File: src/hdl/base64_stream_decoder_unit_defines.svh
// Assertion macros shared by the base64 stream decoder RTL.
`ifndef BASE64_STREAM_DECODER_UNIT_DEFINES_SVH
`define BASE64_STREAM_DECODER_UNIT_DEFINES_SVH

`ifndef SYNTHESIS

// Same-cycle implication, disabled while reset is high.
`define B64D_ASSERT_IMP(label, clk, rst, ante, cons) \
   label: assert property (@(posedge clk) disable iff (rst) (ante) |-> (cons)) \
      else $error("%m: assertion failed");

// Next-cycle implication, disabled while reset is high.
`define B64D_ASSERT_NXT(label, clk, rst, ante, cons) \
   label: assert property (@(posedge clk) disable iff (rst) (ante) |=> (cons)) \
      else $error("%m: assertion failed");

`else

`define B64D_ASSERT_IMP(label, clk, rst, ante, cons)
`define B64D_ASSERT_NXT(label, clk, rst, ante, cons)

`endif

`endif

File: src/hdl/b64d_pkg.sv
// Types, codes and the character table of the base64 stream decoder.
package b64d_pkg;

   typedef enum logic [1:0] {
      ST_IDLE,
      ST_FEED,
      ST_END
   } state_type;

   typedef enum logic [2:0] {
      STAT_DATA     = 3'd0,
      STAT_OK       = 3'd1,
      STAT_NULL     = 3'd2,
      STAT_DANGLE   = 3'd3,
      STAT_OVERFLOW = 3'd4
   } status_type;

   localparam logic [7:0] PAD_CHAR = 8'h3D;

   // Result of merging one sextet into the byte assembly.
   typedef struct packed {
      logic       produces;
      logic [7:0] out_byte;
      logic [5:0] held_next;
      logic [1:0] pos_next;
   } feed_result_type;

   // Both alphabets map here; anything unknown is sextet zero.
   function automatic logic [5:0] sextet_of(input logic [7:0] c);
      logic [5:0] sx;
      sx = 6'd0;
      if (c inside {[8'h41:8'h5A]}) begin
         sx = 6'(c - 8'h41);
      end else if (c inside {[8'h61:8'h7A]}) begin
         sx = 6'(c - 8'h61 + 8'd26);
      end else if (c inside {[8'h30:8'h39]}) begin
         sx = 6'(c - 8'h30 + 8'd52);
      end else if (c inside {8'h2B, 8'h2D, 8'h2E}) begin
         sx = 6'd62;
      end else if (c inside {8'h2C, 8'h2F, 8'h5F}) begin
         sx = 6'd63;
      end
      return sx;
   endfunction

endpackage

File: src/hdl/b64d_feed.sv
// Shared sextet merge unit: folds one sextet into the partial byte.
module b64d_feed
   import b64d_pkg::*;
(
   input  logic [1:0]      pos,
   input  logic [5:0]      held,
   input  logic [5:0]      sextet,
   output feed_result_type result
);

   always_comb begin
      result = '0;
      case (pos)
         2'd0: begin
            result.held_next = sextet;
            result.pos_next  = 2'd1;
         end
         2'd1: begin
            result.produces  = 1'b1;
            result.out_byte  = {held, sextet[5:4]};
            result.held_next = {2'b00, sextet[3:0]};
            result.pos_next  = 2'd2;
         end
         2'd2: begin
            result.produces  = 1'b1;
            result.out_byte  = {held[3:0], sextet[5:2]};
            result.held_next = {4'b0000, sextet[1:0]};
            result.pos_next  = 2'd3;
         end
         default: begin
            result.produces  = 1'b1;
            result.out_byte  = {held[1:0], sextet};
            result.held_next = 6'd0;
            result.pos_next  = 2'd0;
         end
      endcase
   end

endmodule

File: src/hdl/base64_stream_decoder_unit.sv
// Base64 stream decoder top level: one character per item in, bytes and end status out.
// An item is taken in ST_IDLE; the shared sextet unit then merges each held '=' as a zero sextet
// and then the character itself in ST_FEED, and the end of a string adds a pass through ST_END.
// A new item is taken only once the previous one has been fully processed, back in ST_IDLE.
// Results are registered; a stalled result holds the sequencer.
// Synchronous active-high reset clears the sequencer, the decode state and the result valid.
`include "base64_stream_decoder_unit_defines.svh"

module base64_stream_decoder_unit
   import b64d_pkg::*;
#(
   parameter int PAD_RUN_MAX = 4
) (
   input  logic       clock,
   input  logic       reset,
   input  logic       req_tvalid,
   output logic       req_tready,
   input  logic [7:0] req_tdata,   // [7:0] text_char
   input  logic       req_tlast,   // is_last
   input  logic       req_tuser,   // [0] is_empty
   output logic       rsp_tvalid,
   input  logic       rsp_tready,
   output logic [7:0] rsp_tdata,   // [7:0] out_byte
   output logic       rsp_tlast,   // last_of_run
   output logic [2:0] rsp_tuser    // [2:0] status
);

   localparam int PW = $clog2(PAD_RUN_MAX + 1);
   localparam int FW = $clog2(PAD_RUN_MAX + 2);

   state_type       state_ff, state_in;
   logic [1:0]      pos_ff, pos_in;
   logic [5:0]      held_ff, held_in;
   logic [PW-1:0]   pad_ff, pad_in;
   logic            err_ff, err_in;
   logic [FW-1:0]   feeds_ff, feeds_in;
   logic [5:0]      sx_ff, sx_in;
   logic            last_ff, last_in;
   logic            empty_ff, empty_in;

   logic            rsp_valid_ff, rsp_valid_in;
   logic [7:0]      rsp_byte_ff, rsp_byte_in;
   status_type      rsp_stat_ff, rsp_stat_in;
   logic            rsp_last_ff, rsp_last_in;

   logic            accept;
   logic            slot_free;
   logic [5:0]      feed_sx;
   logic [FW-1:0]   rem;
   logic            more;
   feed_result_type fr;

   assign req_tready = (state_ff == ST_IDLE);
   assign accept     = req_tvalid && req_tready;
   assign slot_free  = !rsp_valid_ff || rsp_tready;

   // Held pads go in as zero sextets; the character sextet is the final feed.
   assign feed_sx = (feeds_ff == FW'(1)) ? sx_ff : 6'd0;
   assign rem     = feeds_ff - FW'(1);
   assign more    = last_ff || (rem >= FW'(2)) ||
                    ((rem == FW'(1)) && (fr.pos_next != 2'd0));

   b64d_feed u_feed (
      .pos    (pos_ff),
      .held   (held_ff),
      .sextet (feed_sx),
      .result (fr)
   );

   always_ff @(posedge clock) begin
      if (reset) begin
         state_ff     <= ST_IDLE;
         pos_ff       <= '0;
         held_ff      <= '0;
         pad_ff       <= '0;
         err_ff       <= 1'b0;
         feeds_ff     <= '0;
         last_ff      <= 1'b0;
         empty_ff     <= 1'b0;
         rsp_valid_ff <= 1'b0;
      end else begin
         state_ff     <= state_in;
         pos_ff       <= pos_in;
         held_ff      <= held_in;
         pad_ff       <= pad_in;
         err_ff       <= err_in;
         feeds_ff     <= feeds_in;
         last_ff      <= last_in;
         empty_ff     <= empty_in;
         rsp_valid_ff <= rsp_valid_in;
      end
   end

   always_ff @(posedge clock) begin
      sx_ff       <= sx_in;
      rsp_byte_ff <= rsp_byte_in;
      rsp_stat_ff <= rsp_stat_in;
      rsp_last_ff <= rsp_last_in;
   end

   always_comb begin
      state_in     = state_ff;
      pos_in       = pos_ff;
      held_in      = held_ff;
      pad_in       = pad_ff;
      err_in       = err_ff;
      feeds_in     = feeds_ff;
      sx_in        = sx_ff;
      last_in      = last_ff;
      empty_in     = empty_ff;
      rsp_valid_in = rsp_valid_ff && !rsp_tready;
      rsp_byte_in  = rsp_byte_ff;
      rsp_stat_in  = rsp_stat_ff;
      rsp_last_in  = rsp_last_ff;

      case (state_ff)
         ST_IDLE: begin
            if (accept) begin
               last_in  = req_tlast;
               empty_in = req_tuser;
               feeds_in = '0;
               sx_in    = 6'd0;
               if (!req_tuser) begin
                  if (req_tdata == PAD_CHAR) begin
                     if (pad_ff >= PW'(PAD_RUN_MAX)) begin
                        // Run too long: the oldest held pad becomes a zero sextet.
                        err_in   = 1'b1;
                        feeds_in = FW'(1);
                     end else begin
                        pad_in = pad_ff + PW'(1);
                     end
                  end else begin
                     feeds_in = FW'(pad_ff) + FW'(1);
                     sx_in    = sextet_of(req_tdata);
                     pad_in   = '0;
                  end
               end
               if (!req_tuser && (feeds_in != '0)) begin
                  state_in = ST_FEED;
               end else if (req_tuser || req_tlast) begin
                  state_in = ST_END;
               end
            end
         end
         ST_FEED: begin
            if (slot_free) begin
               pos_in   = fr.pos_next;
               held_in  = fr.held_next;
               feeds_in = rem;
               if (fr.produces) begin
                  rsp_valid_in = 1'b1;
                  rsp_byte_in  = fr.out_byte;
                  rsp_stat_in  = STAT_DATA;
                  rsp_last_in  = !more;
               end
               if (rem == '0) begin
                  state_in = last_ff ? ST_END : ST_IDLE;
               end
            end
         end
         ST_END: begin
            if (slot_free) begin
               rsp_valid_in = 1'b1;
               rsp_byte_in  = 8'd0;
               rsp_last_in  = 1'b1;
               if (empty_ff) begin
                  rsp_stat_in = STAT_NULL;
               end else if (err_ff) begin
                  rsp_stat_in = STAT_OVERFLOW;
               end else if (pos_ff == 2'd1) begin
                  rsp_stat_in = STAT_DANGLE;
               end else begin
                  rsp_stat_in = STAT_OK;
               end
               // The string is over: held pads are dropped as trailing.
               pos_in   = '0;
               held_in  = '0;
               pad_in   = '0;
               err_in   = 1'b0;
               feeds_in = '0;
               last_in  = 1'b0;
               empty_in = 1'b0;
               state_in = ST_IDLE;
            end
         end
         default: begin
            state_in = ST_IDLE;
         end
      endcase
   end

   assign rsp_tvalid = rsp_valid_ff;
   assign rsp_tdata  = rsp_byte_ff;
   assign rsp_tuser  = rsp_stat_ff;
   assign rsp_tlast  = rsp_last_ff;

   `B64D_ASSERT_IMP(a_idle_no_feeds, clock, reset, state_ff == ST_IDLE, feeds_ff == '0)
   `B64D_ASSERT_IMP(a_pad_bounded, clock, reset, 1'b1, pad_ff <= PW'(PAD_RUN_MAX))
   `B64D_ASSERT_IMP(a_end_is_last, clock, reset,
                    rsp_valid_ff && (rsp_stat_ff != STAT_DATA), rsp_last_ff)
   `B64D_ASSERT_NXT(a_empty_ends, clock, reset, accept && req_tuser, state_ff == ST_END)
   `B64D_ASSERT_IMP(a_feed_nonzero, clock, reset, state_ff == ST_FEED, feeds_ff != '0)

endmodule

File: config.mk
export PLATFORM = sky130hd
export DESIGN_NAME = base64_stream_decoder_unit
export DESIGN_NICKNAME = d
export VERILOG_FILES = /design/src/hdl/b64d_pkg.sv /design/src/hdl/b64d_feed.sv /design/src/hdl/base64_stream_decoder_unit.sv
export VERILOG_INCLUDE_DIRS = /design/src /design/src/hdl
export SDC_FILE = /design/constraint.sdc
export NUM_CORES = 1
export LEC_CHECK = 0
export BUFFER_PORTS_ARGS = -buffer_cell sky130_fd_sc_hd__buf_4
export CORE_ASPECT_RATIO = 1.4
export CORE_MARGIN = 10
export CORE_UTILIZATION = 40
export CTS_CLUSTER_DIAMETER = 150
export DETAILED_ROUTE_END_ITERATION = 16
export GPL_ROUTABILITY_DRIVEN = 0
export GPL_TIMING_DRIVEN = 0
export PLACE_DENSITY_LB_ADDON = 0.1
export SLEW_MARGIN = 20
export SYNTH_ARGS = -nofsm -noshare
export SYNTH_HDL_FRONTEND = slang
export SYNTH_HIERARCHICAL = 1
export SYNTH_SLANG_ARGS = --single-unit
File: constraint.sdc
create_clock -name clock -period 5 [get_ports clock]
set_input_delay 1 -clock clock [delete_from_list [all_inputs] [get_ports clock]]
set_output_delay 1 -clock clock [all_outputs]
set_load 0.01 [all_outputs]
# After elaboration in Yosys (flattened, before gate mapping)
# Index checks and enable logic that the tools add are counted.
[word_totals]
ram_bits = 0
mem_count = 0
ff_bits = 38
inputBits = 14
elab_cells = 149
romBits = 0
out_inout_bits = 14
latch_bits = 0
[classes]
shifts = 0
bitwise_logic = 0
add_sub_neg = 7
eq_ne = 23
multipliers = 0
order_cmp = 8
reduce_logical = 34
div = 0
n_mux = 64
[ops]
columns = ["op", "n"]
rows = [
  ["$eq A8 B6 Y1 const B", 6],
  ["$mux W3", 16],
  ["$mux W6", 8],
  ["$pmux W9 S3", 1],
  ["$mux W8", 3],
  ["$pmux W8 S3", 1],
  ["$mux W2", 9],
  ["$ge A8 B7 Y1 const B", 2],
  ["$le A8 B7 Y1 const B", 2],
  ["$pmux W8 S2", 1],
  ["$mux W1", 14],
  ["$pmux W3 S2", 2],
  ["$pmux W6 S2", 1],
  ["$reduce_bool A3 Y1", 4],
  ["$sub A6 B6 Y6 const B", 2],
  ["$ne A2 B2 Y1 const B", 5],
  ["$pmux W1 S2", 5],
  ["$reduce_and A5 Y1", 2],
  ["$pmux W3 S3", 1],
  ["$eq A8 B7 Y1 const B", 1],
  ["$ge A8 B6 Y1 const B", 1],
  ["$le A8 B6 Y1 const B", 1],
  ["$reduce_and A4 Y1", 2],
  ["$logic_and A1 B1 Y1", 7],
  ["other kinds (24)", 39],
]

# Longest topological paths before layout
[depth]
ltp_word = 11
mapped_depth = 9
mapped_depth_nobuf = 7

# Hierarchy
# Netlist, hierarchy kept.
[by_module_without_submodules]
columns = ["module", "area_per_inst_um2", "seq_area_each_um2", "instances", "cells_each"]
rows = [
  ["base64_stream_decoder_unit", 2406.1, 940.9, 1, 260],
  ["b64d_feed", 304.0, 0.0, 1, 45],
]

# Worst setup path after synthesis
# No wires, ideal clock.
[synth_timing]
path_kind = "in2reg"
from = "input port req_tdata[3]"
to = "register sx_ff[5], data pin"
n_path_buf = 2
arrival_time_ns = 2.529
setup_ns = 0.190
t_required_ns = 4.810
stages = 9
path_slack_ns = 2.281
cell_sequence = "buf_2 inv_1 ha_1 nor2b_1 o22ai_1 and4_1 clkbuf_1 nor3_1 a2111oi_2"
[synth_between]
elab_chain_cells = 7
elab_cells_between_ends = 29
cone_classes = "5 x add/sub; 6 x order compare; 7 x eq/ne; 5 x mux; 6 x reduce/logical"
[synth_lines]
columns = ["element", "line_no", "source"]
rows = [
  ["from (decl)", "base64_stream_decoder_unit.sv:18", "input logic [7:0] req_tdata,"],
  ["branches (longest 7 deep; another with $sub A6 B6 Y6)", "--", ""],
  ["to (signal assigned)", "base64_stream_decoder_unit.sv:95", "sx_ff <= sx_in;"],
  ["to (decl)", "base64_stream_decoder_unit.sv:37", "logic [5:0] sx_ff, sx_in;"],
]
# Parallel ways; which one is timed is not known.
# A chain may end at the register's enable or synchronous reset.

# Final worst setup path
[layout_timing]
from = "input port req_tdata[2]"
to = "register sx_ff[1], data pin"
[layout_between]
elab_chain_cells = 7
elab_cells_between_ends = 24
cone_classes = "6 x order compare; 7 x eq/ne; 5 x mux; 6 x reduce/logical"
[layout_lines]
columns = ["element", "line_no", "source"]
rows = [
  ["$eq A8 B6 Y1 or $eq A8 B7 Y1 (tied branches)", "b64d_pkg.sv:40", "end else if (c inside {8'h2C, 8'h2F, 8'h5F}) begin"],
  ["$reduce_bool A3 Y1", "b64d_pkg.sv:40", ""],
  ["$mux W6", "b64d_pkg.sv:40", ""],
  ["$mux W6", "b64d_pkg.sv:38", "end else if (c inside {8'h2B, 8'h2D, 8'h2E}) begin"],
  ["$mux W6", "b64d_pkg.sv:36", "end else if (c inside {[8'h30:8'h39]}) begin"],
  ["$mux W6", "b64d_pkg.sv:34", "end else if (c inside {[8'h61:8'h7A]}) begin"],
  ["$mux W6", "b64d_pkg.sv:32", "if (c inside {[8'h41:8'h5A]}) begin"],
]
# Parallel ways exist; a longest one is shown, timed or not.

==> run metrics <==
CTS sink cnt 38; aggregate global routing overflow 0; syn avg cell area ~8.9 sq um; clock skew between 0.006 and 0.007 ns; CTS Buffer Depth 2; Highest Clock Rate ~0.35 GHz; H-tree depth 2; net count after synthesis 342; Post-synth top cells nor2_1, ha_1, inv_1; Leak 1.203 nW; Worst Hold Class reg2reg; CTS tree built; Gate Count Post-Synth between 300 and 400; Starting DRT DRC Count 81; P per Cell Area 289.1 mW/mm^2; Synth area leaders edfxtp_1, dfxtp_1, ha_1; vias in the first global route 2245; largest net degree at the start of global routing 13; Die W 89.57 microns; clk slew on worst S/H paths about 0.080 ns; CORE AREA 0.006569 sq mm; clk root buf clkbuf_8; Num CTS Buffers 5; Yosys warning count 6; WL final 6.114 mm; detailed-route via count 2304; final hold violation count 0; sequential cell area 940.9 sq um; Area Overhead vs Synth 14.27%; post-synth top area cell edfxtp_1; initial antenna violation count 0; hold buffers post-CTS 0; share of layout cells above drive strength 1 0.1441; Die Y 117.4 microns; Worst Path Required approximately 5 ns; Setup CP Type in2reg; # IOs 28; asr flop ratio synth 0; Tcrit/Tclk final 0.5718; setup_tns 0 ns; area of the multi-input gates about 0.0016 sq mm; sequential area share after synthesis 0.3472; fin crit period approximately 2.9 ns; crit path launch type input pin; Synth cell types 57; row count 35; CTS resizes 0; Cell Area, Synth 0.002710 sq mm; RSZ-0062 raised after global routing no; Final #Nets 376; most frequent cell after synthesis nor2_1; fill count 676; DRT Pass-1 Iters 4; WL/cell 14.77 microns; Routed Antenna Nets 0; Tightest Pin Transition 0.9425 ns; Final Core Density 0.4714; Clk Latency, worst-skew pair roughly 0.29 ns; share of Yosys cell area claimed by the top area cell type 0.1994; Setup violations, final 0; antenna cells 0; Initial Util 0.4126; I/O Buffers 27; Max-slew headroom 0.3679; Reg2Reg Depth 6; #FFs+latches synth 38; Final HPWL DP 4.846 mm; Post-synth EDFFs 18; CP endpoint kind register; global-route wire length before repair 10.49 mm; Hold Path Depth 2; Worst Path Max Fanout 7; Post-CTS Setup Inserts 0; Die Area roughly 0.011 sq mm; maximum VDD drop 129.9 uV; Tot GR Track Use 0.1205; via-per-instance ratio 5.565; Synth Flop Type dfxtp_1; WP data arrival 2.86 ns; drt drc 0; reg-to-reg setup timing slack 2.67 ns; max_cap viols 0; Max Transition Viols Final 0; status finished clean
-- power breakdown --
part           internal, mW  switching (mW)  leakage (nW)
registers             0.369          0.0203         0.337
logic                 0.117           0.174         0.819
clock network         0.111           0.104        0.0482
total                 0.597           0.298          1.20
-- routing by layer --
metal | up-vias | wire [microns] | global-route usage
met1 | 1076 | 2629 | 0.1392
met2 | 39 | 3131 | 0.2092
met3 | 9 | 208 | 0.02078
li1 | 1180 | - | -
met5 | - | 0 | 0
met4 | 0 | 144 | 0.04591
-- final timing paths --
check            endpoint         start
max              sx_ff[1]  req_tdata[2]
min             pad_ff[0]     pad_ff[0]
max reg2reg  rsp_tdata[5]   state_ff[0]
min reg2reg     pad_ff[0]     pad_ff[0]
-- cells in the final DEF (no fill, tap or decap), types with 9 or more instances in the layout --
cell type  synthesis  layout
inv_1             21      21
nor2b_1           15      15
a21oi_1           12      12
buf_4              2      29
a22oi_1           16      16
nand2_1           19      19
o21ai_0           10      10
dfxtp_1           20      20
o21ai_1           10      10
edfxtp_1          18      18
and2_1             9       9
nor2_1            28      28
ha_1              23      23
-- layout make-up --
class                      count  share of cell area
buffer                        14             0.02384
clock buffer                   7             0.02788
clock inverter                 1            0.001616
inverter                      21             0.02545
multi-input combinational    232              0.5220
sequential                    38              0.3038
tap                           74             0.02990
timing repair buffer          27             0.06545
-- through the flow --
stage,power [mW],instance area (sq um),instances,setup WS [ns],hold WS (ns)
2_1_floorplan,0.5939,2710,305,2.281,0.4585
3_3_place_gp,0.6881,3005,406,1.813,0.4851
3_5_place_dp,0.6888,3005,406,1.841,0.4907
4_1_cts,0.9093,3097,414,2.131,0.5014
5_1_grt,0.9551,3097,414,1.965,0.5250
6_report,0.8951,3097,414,2.141,0.5039
-- cells by family (layout without fill, tap and decap cells) --
group,count (synthesis),after routing,share of synthesized area
adder cells (fa/ha/maj),23,23,0.1062
XOR/XNOR,7,7,0.02262
AO/OA/AOI/OAI,87,87,0.2253
buffers and inverters,35,70,0.05632
multiplexers,4,4,0.01477
AND/OR/NAND/NOR,111,111,0.2276
flip-flops,38,38,0.3472
-- state kept, by name (all words and copies together) (netlist names) --
| name | flops |
|---|---|
| rsp_tdata | 8 |
| held_ff | 6 |
| pos_ff | 2 |
| rsp_tlast | 1 |
| empty_ff | 1 |
| feeds_ff | 3 |
| sx_ff | 6 |
| err_ff | 1 |
| rsp_tvalid | 1 |
| pad_ff | 3 |
| state_ff | 2 |
| rsp_tuser | 3 |
| last_ff | 1 |
-- worst max-delay path: stages --
cell and delay, ns:
buf_4 0.13, inv_1 0.18, ha_1 0.33, a21o_1 0.17
o211ai_1 0.11, and4_1 0.21, clkbuf_1 0.16, nor3_1 0.43
a211oi_1 0.14
Note: power is estimated with default switching activity, not from simulation.
